`config.mk`:
```
export PLATFORM = sky130hd
export DESIGN_NAME = canopen_sync_producer_consumer_top
export DESIGN_NICKNAME = d
export VERILOG_FILES = /design/src/hdl/csync_pkg.sv /design/src/hdl/canopen_sync_producer_consumer_top.sv /design/src/hdl/csync_cfg.sv /design/src/hdl/csync_core.sv /design/src/hdl/csync_outq.sv
export SDC_FILE = /design/constraint.sdc
export NUM_CORES = 1
export LEC_CHECK = 0
export BUFFER_PORTS_ARGS = -buffer_cell sky130_fd_sc_hd__buf_2
export CAP_MARGIN = 30
export CORE_ASPECT_RATIO = 0.7
export CORE_MARGIN = 1.5
export CORE_UTILIZATION = 37
export CTS_BUF_LIST = sky130_fd_sc_hd__clkbuf_4 sky130_fd_sc_hd__clkbuf_8
export DETAILED_ROUTE_END_ITERATION = 7
export PLACE_DENSITY = 0.61
export SYNTH_ARGS = -nofsm -noshare
export SYNTH_HDL_FRONTEND = slang
export SYNTH_SLANG_ARGS = --single-unit
```
`constraint.sdc`:
```
create_clock -name clk -period 6.8 [get_ports clk]
set_input_delay 1.02 -clock clk [delete_from_list [all_inputs] [get_ports clk]]
set_output_delay 1.02 -clock clk [all_outputs]
set_load 0.05 [all_outputs]
```
`src/hdl/csync_pkg.sv`:
```
// ----------------------------------------------------------------------------
// SYNC service package
// Shared types and constants for the SYNC producer/consumer block.
// ----------------------------------------------------------------------------
`default_nettype none

package csync_pkg;

  // Configuration register indexes.
  localparam int unsigned CFG_INDEX_W = 2;
  localparam logic [CFG_INDEX_W-1:0] REG_SYNC_COB_ID      = 2'd0;
  localparam logic [CFG_INDEX_W-1:0] REG_PERIOD_US        = 2'd1;
  localparam logic [CFG_INDEX_W-1:0] REG_COUNTER_OVERFLOW = 2'd2;

  // Configuration data width (widest register).
  localparam int unsigned CFG_DATA_W = 32;

  // Bit positions and limits of the SYNC configuration.
  localparam int unsigned COB_PRODUCER_BIT = 30;
  localparam int unsigned COB_EXTENDED_BIT = 29;
  localparam logic [7:0]  MAX_OVERFLOW     = 8'd240;

  // Reset values.
  localparam logic [31:0] SYNC_COB_ID_RESET = 32'h0000_0080;
  localparam logic [7:0]  SYNC_COUNTER_INIT = 8'd1;

  // Result kinds.
  localparam logic RESULT_SENT     = 1'b0;
  localparam logic RESULT_RECEIVED = 1'b1;

  // Input kinds.
  localparam logic KIND_TICK  = 1'b0;
  localparam logic KIND_FRAME = 1'b1;

  // One input transaction.
  typedef struct packed {
    logic        kind;
    logic [28:0] frame_id;
    logic        frame_extended;
    logic [3:0]  frame_len;
    logic [7:0]  frame_byte0;
  } item_t;

  // One result transaction.
  typedef struct packed {
    logic        result_kind;
    logic [28:0] out_id;
    logic        out_extended;
    logic        out_len;
    logic [7:0]  counter_value;
    logic        length_error;
  } result_t;

  // Decoded configuration handed from the register file to the core.
  typedef struct packed {
    logic        producer;
    logic        extended;
    logic [28:0] can_id;
    logic [31:0] period;
    logic [7:0]  overflow;
    logic        restart;
  } cfg_t;

endpackage

`default_nettype wire

```
`src/hdl/canopen_sync_producer_consumer_top.sv`:
```
// ----------------------------------------------------------------------------
// SYNC producer/consumer
// Produces SYNC frames from microsecond ticks or consumes received SYNC
// frames, depending on the configured COB-ID.
//
//   Channel   Signals                            Direction
//   item      item_valid, item_stall, item       in  (tick or received frame)
//   result    result_valid, result_stall, result out (sent or received SYNC)
//   config    cfg_we, cfg_index, cfg_wdata       in  (write only)
//
// An item is taken every cycle while item_stall is low; its result passes
// through the input register and then the result queue before it is offered.
// Reset is synchronous and clears all but the payload and queue storage registers.
// item_stall rises only when the input register is full and the result
// queue holds two transactions; it never depends on result_stall directly.
// ----------------------------------------------------------------------------
`default_nettype none

module canopen_sync_producer_consumer_top
  import csync_pkg::*;
(
  input  wire logic                   clk,
  input  wire logic                   rst,
  input  wire logic                   item_valid,
  output logic                        item_stall,
  input  item_t                       item,
  output logic                        result_valid,
  input  wire logic                   result_stall,
  output result_t                     result,
  input  wire logic                   cfg_we,
  input  wire logic [CFG_INDEX_W-1:0] cfg_index,
  input  wire logic [CFG_DATA_W-1:0]  cfg_wdata
);

  cfg_t    cfg;
  logic    queue_full;
  logic    push;
  result_t push_data;

  // Configuration registers.
  csync_cfg u_cfg (
    .clk       (clk),
    .rst       (rst),
    .cfg_we    (cfg_we),
    .cfg_index (cfg_index),
    .cfg_wdata (cfg_wdata),
    .cfg       (cfg)
  );

  // Input register and SYNC logic.
  csync_core u_core (
    .clk        (clk),
    .rst        (rst),
    .cfg        (cfg),
    .item_valid (item_valid),
    .item_stall (item_stall),
    .item       (item),
    .queue_full (queue_full),
    .push       (push),
    .push_data  (push_data)
  );

  // Result queue.
  csync_outq u_outq (
    .clk          (clk),
    .rst          (rst),
    .push         (push),
    .push_data    (push_data),
    .full         (queue_full),
    .result_valid (result_valid),
    .result_stall (result_stall),
    .result       (result)
  );

endmodule

`default_nettype wire

```
`src/hdl/csync_cfg.sv`:
```
// ----------------------------------------------------------------------------
// SYNC configuration registers
// Holds the COB-ID, period and counter overflow and flags a restart of the
// cycle whenever a write changes one of them.
// ----------------------------------------------------------------------------
`default_nettype none

module csync_cfg
  import csync_pkg::*;
(
  input  wire logic                   clk,
  input  wire logic                   rst,
  input  wire logic                   cfg_we,
  input  wire logic [CFG_INDEX_W-1:0] cfg_index,
  input  wire logic [CFG_DATA_W-1:0]  cfg_wdata,
  output cfg_t                        cfg
);

  logic [31:0] sync_cob_id;
  logic [31:0] period_us;
  logic [7:0]  counter_overflow;

  logic [31:0] sync_cob_id_next;
  logic [31:0] period_us_next;
  logic [7:0]  counter_overflow_next;
  logic        restart_next;
  logic [7:0]  ovf_wdata;

  assign ovf_wdata = cfg_wdata[7:0];

  // Decode a write; only a change of value restarts the cycle.
  always_comb begin
    sync_cob_id_next      = sync_cob_id;
    period_us_next        = period_us;
    counter_overflow_next = counter_overflow;
    restart_next          = 1'b0;
    if (cfg_we) begin
      unique case (cfg_index)
        REG_SYNC_COB_ID: begin
          if (cfg_wdata != sync_cob_id) begin
            sync_cob_id_next = cfg_wdata;
            restart_next     = 1'b1;
          end
        end
        REG_PERIOD_US: begin
          if (cfg_wdata != period_us) begin
            period_us_next = cfg_wdata;
            restart_next   = 1'b1;
          end
        end
        REG_COUNTER_OVERFLOW: begin
          // An overflow of one or above the maximum is rejected.
          if (ovf_wdata != counter_overflow && ovf_wdata != 8'd1 &&
              ovf_wdata <= MAX_OVERFLOW) begin
            counter_overflow_next = ovf_wdata;
            restart_next          = 1'b1;
          end
        end
        default: begin
          restart_next = 1'b0;
        end
      endcase
    end
  end

  always_ff @(posedge clk) begin
    if (rst) begin
      sync_cob_id      <= SYNC_COB_ID_RESET;
      period_us        <= '0;
      counter_overflow <= '0;
    end else begin
      sync_cob_id      <= sync_cob_id_next;
      period_us        <= period_us_next;
      counter_overflow <= counter_overflow_next;
    end
  end

  // Decoded view; a standard identifier keeps only its low 11 bits.
  // The restart takes effect at the same edge as the changing write.
  always_comb begin
    cfg.producer = sync_cob_id[COB_PRODUCER_BIT];
    cfg.extended = sync_cob_id[COB_EXTENDED_BIT];
    cfg.can_id   = sync_cob_id[COB_EXTENDED_BIT] ? sync_cob_id[28:0]
                                                 : {18'd0, sync_cob_id[10:0]};
    cfg.period   = period_us;
    cfg.overflow = counter_overflow;
    cfg.restart  = restart_next;
  end

  // The overflow register never holds a rejected value.
  a_ovf_legal: assert property (@(posedge clk) disable iff (rst)
    counter_overflow != 8'd1 && counter_overflow <= MAX_OVERFLOW)
    else $error("counter overflow holds a rejected value");

  // A restart only comes with a configuration write.
  a_restart_cause: assert property (@(posedge clk) disable iff (rst)
    cfg.restart |-> cfg_we)
    else $error("restart without a configuration write");

  // A standard identifier has no bits above bit 10.
  a_std_mask: assert property (@(posedge clk) disable iff (rst)
    !cfg.extended |-> cfg.can_id[28:11] == 18'd0)
    else $error("standard identifier not masked");

endmodule

`default_nettype wire

```
`src/hdl/csync_core.sv`:
```
// ----------------------------------------------------------------------------
// SYNC core
// Input register, tick counter, SYNC counter and the produce/consume logic.
// One registered item is resolved per cycle, while the result queue has room, into zero or one result.
// ----------------------------------------------------------------------------
`default_nettype none

module csync_core
  import csync_pkg::*;
(
  input  wire logic  clk,
  input  wire logic  rst,
  input  cfg_t       cfg,
  input  wire logic  item_valid,
  output logic       item_stall,
  input  item_t      item,
  input  wire logic  queue_full,
  output logic       push,
  output result_t    push_data
);

  logic        s1_valid;
  item_t       s1_item;
  logic [31:0] tick_count;
  logic [7:0]  sync_counter;

  logic        s1_valid_next;
  logic [31:0] tick_count_next;
  logic [7:0]  sync_counter_next;

  logic        accept;
  logic        advance;
  logic        is_frame;
  logic        active;
  logic [32:0] count_inc;
  logic        fire;
  logic        has_counter;
  logic        id_match;
  logic        frame_match;
  logic        len_ok;

  // The input register moves on whenever the output queue has room.
  assign advance    = s1_valid && !queue_full;
  assign item_stall = s1_valid && queue_full;
  assign accept     = item_valid && !item_stall;

  assign is_frame    = (s1_item.kind == KIND_FRAME);
  assign active      = cfg.producer && (cfg.period != 32'd0);
  assign has_counter = (cfg.overflow != 8'd0);

  // Tick path: one increment and one compare against the period.
  assign count_inc = {1'b0, tick_count} + 33'd1;
  assign fire      = !is_frame && active && (count_inc >= {1'b0, cfg.period});

  // Frame path: format and identifier match in consumer mode.
  assign id_match = s1_item.frame_extended ?
                    (s1_item.frame_id == cfg.can_id) :
                    (s1_item.frame_id[10:0] == cfg.can_id[10:0]);
  assign frame_match = is_frame && !cfg.producer &&
                       (s1_item.frame_extended == cfg.extended) && id_match;
  assign len_ok      = (s1_item.frame_len == {3'd0, has_counter});

  assign push = advance && (fire || frame_match);

  // Result fields for either kind of result.
  always_comb begin
    push_data = '0;
    if (is_frame) begin
      push_data.result_kind   = RESULT_RECEIVED;
      push_data.counter_value = (has_counter && len_ok) ? s1_item.frame_byte0 : 8'd0;
      push_data.length_error  = !len_ok;
    end else begin
      push_data.result_kind   = RESULT_SENT;
      push_data.out_id        = cfg.can_id;
      push_data.out_extended  = cfg.extended;
      push_data.out_len       = has_counter;
      push_data.counter_value = has_counter ? sync_counter : 8'd0;
    end
  end

  // Next state: a configuration change restarts the cycle.
  always_comb begin
    s1_valid_next     = accept ? 1'b1 : (advance ? 1'b0 : s1_valid);
    tick_count_next   = tick_count;
    sync_counter_next = sync_counter;
    if (cfg.restart) begin
      tick_count_next   = '0;
      sync_counter_next = SYNC_COUNTER_INIT;
    end else if (advance && !is_frame && active) begin
      if (fire) begin
        tick_count_next = '0;
        if (has_counter) begin
          sync_counter_next = (sync_counter < cfg.overflow) ?
                              sync_counter + 8'd1 : SYNC_COUNTER_INIT;
        end
      end else begin
        tick_count_next = count_inc[31:0];
      end
    end
  end

  always_ff @(posedge clk) begin
    if (rst) begin
      s1_valid     <= 1'b0;
      tick_count   <= '0;
      sync_counter <= SYNC_COUNTER_INIT;
    end else begin
      s1_valid     <= s1_valid_next;
      tick_count   <= tick_count_next;
      sync_counter <= sync_counter_next;
    end
  end

  // Payload register; no reset needed.
  always_ff @(posedge clk) begin
    if (accept) begin
      s1_item <= item;
    end
  end

  // The tick counter stays below the period while producing.
  a_tick_range: assert property (@(posedge clk) disable iff (rst)
    active |-> tick_count < cfg.period)
    else $error("tick counter reached the period");

  // The SYNC counter never reads zero.
  a_counter_nonzero: assert property (@(posedge clk) disable iff (rst)
    sync_counter != 8'd0)
    else $error("SYNC counter is zero");

  // No result is pushed into a full queue.
  a_no_overrun: assert property (@(posedge clk) disable iff (rst)
    push |-> !queue_full)
    else $error("push into full result queue");

  // A producer only ever sends; a consumer only ever receives.
  a_kind_mode: assert property (@(posedge clk) disable iff (rst)
    push |-> (push_data.result_kind == RESULT_RECEIVED) == !cfg.producer)
    else $error("result kind does not match the mode");

endmodule

`default_nettype wire

```
`src/hdl/csync_outq.sv`:
```
// ----------------------------------------------------------------------------
// SYNC result queue
// Two-entry queue between the core and the result channel, so the input
// side never waits on the result stall within the same cycle.
// ----------------------------------------------------------------------------
`default_nettype none

module csync_outq
  import csync_pkg::*;
(
  input  wire logic  clk,
  input  wire logic  rst,
  input  wire logic  push,
  input  result_t    push_data,
  output logic       full,
  output logic       result_valid,
  input  wire logic  result_stall,
  output result_t    result
);

  result_t    mem [2];
  logic       wr_ptr;
  logic       rd_ptr;
  logic [1:0] count;

  logic       pop;

  assign pop          = result_valid && !result_stall;
  assign full         = (count == 2'd2);
  assign result_valid = (count != 2'd0);
  assign result       = mem[rd_ptr];

  // Pointer and fill count bookkeeping.
  always_ff @(posedge clk) begin
    if (rst) begin
      wr_ptr <= 1'b0;
      rd_ptr <= 1'b0;
      count  <= '0;
    end else begin
      if (push) begin
        wr_ptr <= !wr_ptr;
      end
      if (pop) begin
        rd_ptr <= !rd_ptr;
      end
      if (push && !pop) begin
        count <= count + 2'd1;
      end else if (pop && !push) begin
        count <= count - 2'd1;
      end
    end
  end

  // Storage write.
  always_ff @(posedge clk) begin
    if (push) begin
      mem[wr_ptr] <= push_data;
    end
  end

  // Fill count stays within the depth.
  a_count_range: assert property (@(posedge clk) disable iff (rst)
    count <= 2'd2)
    else $error("result queue count out of range");

  // Pointers differ by the fill count.
  a_ptr_count: assert property (@(posedge clk) disable iff (rst)
    (wr_ptr ^ rd_ptr) == count[0])
    else $error("result queue pointers disagree with count");

  // A push without a pop raises the count.
  a_count_up: assert property (@(posedge clk) disable iff (rst)
    push && !pop |=> count == $past(count) + 2'd1)
    else $error("result queue count did not rise");

endmodule

`default_nettype wire
```
Word level (Yosys, flattened, before mapping)
Memory sizes are Yosys's and may differ from the RTL's. A register that Yosys moved wholly into a read port is not among the register bits.
Cells that the tools add are included.
{ "word_totals": {"ff_bits": 160, "ramBits": 82, "input_bits": 82, "out_inout_bits": 43, "word_cells": 96, "mem_count": 1} }
{ "op_classes": {"add_sub_neg": 4, "n_lt_le_gt_ge": 3, "n_eq_ne": 11, "muxes": 23, "reduce_logical": 40} }
{ "mem_list": {"columns": ["memory", "depth", "word_bits", "read_ports", "rd_ports_with_merged_regs", "write_ports", "line", "text"], "rows": [
  ["u_outq.mem", 2, 41, 1, 1, 1, "csync_outq.sv:21", "result_t mem [2];"]
]} }
{ "ops": {"columns": ["op", "count"], "rows": [
  ["$ne 32x32->1", 2],
  ["$add 32x1->33 const B", 1],
  ["$ge 33x32->1", 1],
  ["$mux 32", 1],
  ["$mux 8", 4],
  ["$reduce_bool 32->1", 1],
  ["$mux 31", 1],
  ["$eq 29x29->1", 1],
  ["$mux 29", 1],
  ["$logic_and 1x1->1", 18],
  ["$mux 1", 13],
  ["$reduce_and 3->1", 4],
  ["$eq 11x11->1", 1],
  ["$logic_not 1->1", 10],
  ["$add 8x1->8 const B", 1],
  ["$le 8x8->1 const B", 1],
  ["$lt 8x8->1", 1],
  ["$ne 8x1->1 const B", 1],
  ["$ne 8x8->1", 1],
  ["$reduce_bool 8->1", 1],
  ["$reduce_bool 2->1", 3],
  ["$eq 2x2->1 const B", 2],
  ["$eq 4x1->1", 1],
  ["$mux 2", 2],
  ["other kinds (8)", 8]
]} }

Depth between registers and ports, before layout
{ "depth": {"depth_word": 10, "depth_mapped": 20, "ltp_nobuf": 19} }

By module
A second synthesis with hierarchy kept.
{ "hier_totals": {"cells_unflattened": 1201, "hier_area_um2": 12954.9} }
{ "by_module_without_submodules": {"columns": ["module", "n_inst", "cells_per_inst", "area_per_inst_um2", "seq_area_each_um2"], "rows": [
  ["csync_core", 1, 623, 5607.9, 2112.0],
  ["csync_cfg", 1, 428, 4184.0, 1441.4],
  ["csync_outq", 1, 150, 3163.0, 2562.5]
]} }

Least setup slack after synthesis
OpenSTA, ideal clock, no wires.
{ "synth_timing": {"path_type": "register to register", "from": "register u_core.tick_count[0]", "to": "memory u_outq.mem[1][0] (netlist bit) (enable)", "setup_time_ns": 0.444, "t_arrival_ns": 5.613, "t_required_ns": 6.356, "setup_slack_ns": 0.743, "path_stages_with_launch": 17, "n_path_buf": 1, "synth_period_minus_slack_ns": 6.057, "path_cell_list": "dfxtp_1 > ha_1 > and4_1 > and3_1 > clkbuf_1 > and4_1 > and3_1 > nand3_1 > xnor2_1 > ha_1 > nand4_1 > or4_4 > or4_1 > o22ai_2 > o31a_1 > a21oi_1 > nor2b_1"} }
{ "synth_between": {"elab_chain_cells": 7} }
{ "synth_lines": {"columns": ["item", "line", "text"], "rows": [
  ["start, declared", "csync_core.sv:24", "logic [31:0] tick_count;"],
  ["start signal, assigned", "csync_core.sv:109", "tick_count <= tick_count_next;"],
  ["$add 32x1->33", "csync_core.sv:52", "assign count_inc = {1'b0, tick_count} + 33'd1;"],
  ["$ge 33x32->1", "csync_core.sv:53", "assign fire = !is_frame && active && (count_inc >= {1'b0, cfg.period});"],
  ["$logic_and 1x1->1", "csync_core.sv:53", null],
  ["$logic_or 1x1->1", "csync_core.sv:63", "assign push = advance && (fire || frame_match);"],
  ["$logic_and 1x1->1", "csync_core.sv:63", null],
  ["$mux 1", "csync_outq.sv:56", "if (push) begin"],
  ["$mux 1 (implied by the code)", "csync_outq.sv:57", "mem[wr_ptr] <= push_data;"],
  ["end, declared", "csync_outq.sv:21", null]
]} }
Every way passes these cells.

Final worst setup path
{ "layout_timing": {"from": "register u_core.tick_count[0]", "to": "memory u_outq.mem[0][35] (netlist bit) (enable)"} }
The elaborated chain is that of the path after synthesis.

==> flow_summary_export.csv <==
group,metric,value,unit
worst_setup_path,endpoint_kind,"flip-flop",
die,core_area,32340,um^2
power_and_ir_drop,internal_power,2631,uW
power_and_ir_drop,p_sw,898.8,uW
die,start_util,0.3758,
detailed_routing,dr.pass1.iters,5,
cts,clk_latency,0.58,ns
power_and_ir_drop,p_leak,0.005390,uW
die,die_h,154.6,um
detailed_routing,viasPerCell,5.178,
global_route,grt_remaining_overflow,0,
power_and_ir_drop,power_density,248.0,nW/um^2
timing,tns,0,ns
detailed_routing,drtIter0Drc,681,
power_and_ir_drop,swShare,0.2546,
timing,fmax,0.1866,GHz
cts,h-tree-depth,2,
cells_and_area,stdcell_area,14230,um^2
worst_setup_path,arrival,5.55,ns
cells_and_area,drive_gt1_frac,0.2026,
power_and_ir_drop,p_seq_frac,0.456,
yosys,synth-edff-count,125,
cts,numCtsBuffers,40,
placed_design,dp_hpwl,22.91,mm
placed_design,placed_cells,1644,
worst_setup_path,rr_worst_depth,16,
yosys,syn_area,12160,um^2
yosys,ys_seq_area_frac,0.5031,
yosys,netlist_instances,1136,
yosys,ys_types,60,
cts,cts_sinks,243,
yosys,yosysTopAreaCell,"edfxtp_1",
timing,max_slew_margin,0.3943,
cts,clockBufferDepth,3,
detailed_routing,num_vias,8911,
placed_design,placed_area,13220,um^2
yosys,syn_nets,1260,
worst_setup_path,start_kind,"flip-flop",
global_route,grt_pass1_wl,49.31,mm
yosys,ys_warn_count,0,
cells_and_area,area_growth,17.10,%
yosys,netlist.area_leader.share,0.3088,
cts,cts_tree,"built",
worst_setup_path,crit_fanout,41,
timing,skew,0.03033,ns
worst_setup_path,rr_endpoint,"u_outq.mem[0][35]",
yosys,avgSynthCellArea,10.70,um^2
worst_hold_path,hp-start,"u_core.tick_count[29]",
power_and_ir_drop,power,3530,uW
timing,rsz0062_at_grt,"no",
placed_design,io_buffers,124,
cts,cts_setup_buffers,0,
worst_setup_path,worstSetupPathType,"flip-flop to flip-flop",
yosys,synth_async_sr_flop_share,0,
worst_setup_path,crit_required,6.99,ns
worst_hold_path,holdPathStages,2,
cts,root_buffer,"clkbuf_8",
worst_setup_path,r2r_slack,1.44,ns
detailed_routing,ant_nets,0,
yosys,synth_ff_type,"edfxtp_1",
global_route,antenna_found_initial,1,
power_and_ir_drop,ir_drop,0.1549,mV
global_route,grt_pass1_vias,8561,
cells_and_area,instances_no_fill,1721,
global_route,grt_max_degree,82,
worst_setup_path,rr_startpoint,"u_core.tick_count[0]",
detailed_routing,wl_per_cell,18.57,um
global_route,grt_usage,0.1888,
run,cap_viol_max_count,0,
die,die_w,219.6,um
cells_and_area,final_util,0.4401,
timing,finalSetupViolations,0,
timing,finalHoldViolCount,0,
timing,fin_crit,5.358,ns
status,status,"finished clean",
yosys,ys_ff_latch,243,
timing,slew_viol_final,0,
worst_hold_path,min_to,"u_core.tick_count[29]",
power_and_ir_drop,comb_power_share,0.100,
die,die_area,33970,um^2
die,rows,55,
cts,cts_resized,0,
die,io_pins,125,
cts,clk_pin_slew_worst_paths,0.07,ns
timing,worstMarginPinSlew,0.9085,ns
timing,finalCritPeriodShare,0.7880,
cts,cts_hold_buffers,0,
power_and_ir_drop,clkPwrFrac,0.444,
placed_design,place.gp.congestion,0.8190,
worst_hold_path,hold_path.class,"flip-flop to flip-flop",
yosys,synth_area_leaders,"edfxtp_1 (31%), dfxtp_1 (19%), xnor2_1 (7.1%), mux2i_1 (5.9%), ha_1 (4.3%)",
detailed_routing,drt-total-wl,31.95,mm
cells_and_area,layout.nets,1385,
detailed_routing,drc,0,
layout make-up:
| class | count | area, um^2 |
|---|---|---|
| multi-input combinational | 788 | 5657 |
| fill | 3068 | 18110 |
| sequential | 243 | 6117 |
| inverter | 50 | 187.7 |
| tap | 427 | 534.3 |
| clock buffer | 51 | 683.2 |
| clock inverter | 23 | 289.0 |
| timing repair buffer | 138 | 763.2 |
| antenna | 1 | 2.502 |
power by group through the flow:
stage | logic [uW] | registers [uW] | clock network [uW]
2_1_floorplan | 248 | 1620 | 0
3_3_place_gp | 335 | 1650 | 0
3_5_place_dp | 349 | 1640 | 0
4_1_cts | 351 | 1610 | 1600
5_1_grt | 380 | 1610 | 1670
6_report | 353 | 1610 | 1570
placed cells by master, fill, tap and decap left out, types with 37 or more instances in the layout:
cell type and count:
dfxtp_1 117, a21oi_1 44, buf_2 124, mux2i_1 72, xnor2_1 98, nand2_1 55
nand3_1 39, nor2_1 103, mux2_2 42, inv_1 50, ha_1 42, edfxtp_1 125
nand4_1 37, clkbuf_8 48
worst max-delay path, cell delays in order (launching register included):
cell,delay (ns)
dfxtp_1,0.38
ha_1,0.28
and4_1,0.30
and3_1,0.36
and4_1,0.31
and3_1,0.24
nand3_1,0.15
xnor2_1,0.16
ha_1,0.31
nand4_1,0.11
or4_4,0.55
or4_1,0.43
o22ai_2,0.24
o31a_1,0.31
a21oi_1,0.20
nor2_4,0.13
buf_4,0.49
state kept, by name, summed over array words and instances, names as in the netlist, named ones only:
register	flops
u_core.tick_count	32
u_cfg.period_us	32
u_core.is_frame	1
u_core.sync_counter	8
u_outq.rd_ptr	1
u_cfg.counter_overflow	8
u_outq.count	2
u_cfg.sync_cob_id	32
u_core.s1_valid	1
u_outq.mem	82
u_core.s1_item	42
u_outq.wr_ptr	1
through the flow:
| step | hold slack, ns | setup WS (ns) |
|---|---|---|
| finish | 0.4786 | 1.442 |
| global route | 0.5006 | 1.019 |
| CTS | 0.4788 | 1.420 |
| detailed placement | 0.4682 | 1.460 |
| global placement | 0.4644 | 1.549 |
| floorplan | 0.4524 | 0.7429 |
how the worst max path moves through the flow:
stage | start | cells past startpoint | slack [ns] | end
3_5_place_dp | u_core.tick_count[0] | 16 | 1.46 | u_outq.mem[0][37]
5_1_grt | u_core.tick_count[0] | 16 | 1.02 | u_outq.mem[0][35]
6_report | u_core.tick_count[0] | 16 | 1.44 | u_outq.mem[0][35]
2_1_floorplan | u_core.tick_count[0] | 16 | 0.74 | u_outq.mem[1][0]
4_1_cts | u_core.tick_count[0] | 16 | 1.42 | u_outq.mem[0][35]
3_3_place_gp | u_core.tick_count[0] | 16 | 1.55 | u_outq.mem[0][30]
cell families after synthesis:
group | synth area share
muxes | 0.09820
xor gates and xnor gates | 0.09295
AOI/OAI and AO/OA | 0.06701
adders and majority gates | 0.04323
and+or+nand+nor | 0.1609
DFF | 0.5031
buffers and inverters | 0.03458
synthesized netlist by cell type (7+ instances only):
cell / n
nor2b_1: 17
nor4_1: 23
nand2_1: 57
dfxtp_1: 118
mux2i_1: 72
and3_1: 12
xor2_1: 31
buf_1: 12
nor2_1: 104
o21ai_0: 28
xnor2_1: 98
a21oi_1: 44
a22o_1: 10
and2_1: 22
a31oi_1: 8
nand4_1: 37
edfxtp_1: 125
mux2_2: 42
nor3_1: 14
nand3_1: 39
clkbuf_1: 37
or4_1: 13
nand2b_1: 7
inv_1: 50
ha_1: 42
routing by layer:
| layer | routed length, um | share of wire | track usage |
|---|---|---|---|
| met5 | 0 | 0 | 0 |
| met4 | 447 | 0.014 | 0.04859 |
| met3 | 1974 | 0.062 | 0.03422 |
| met2 | 12760 | 0.40 | 0.2542 |
| met1 | 16770 | 0.52 | 0.3025 |
Power figures use the tool's default switching activity.
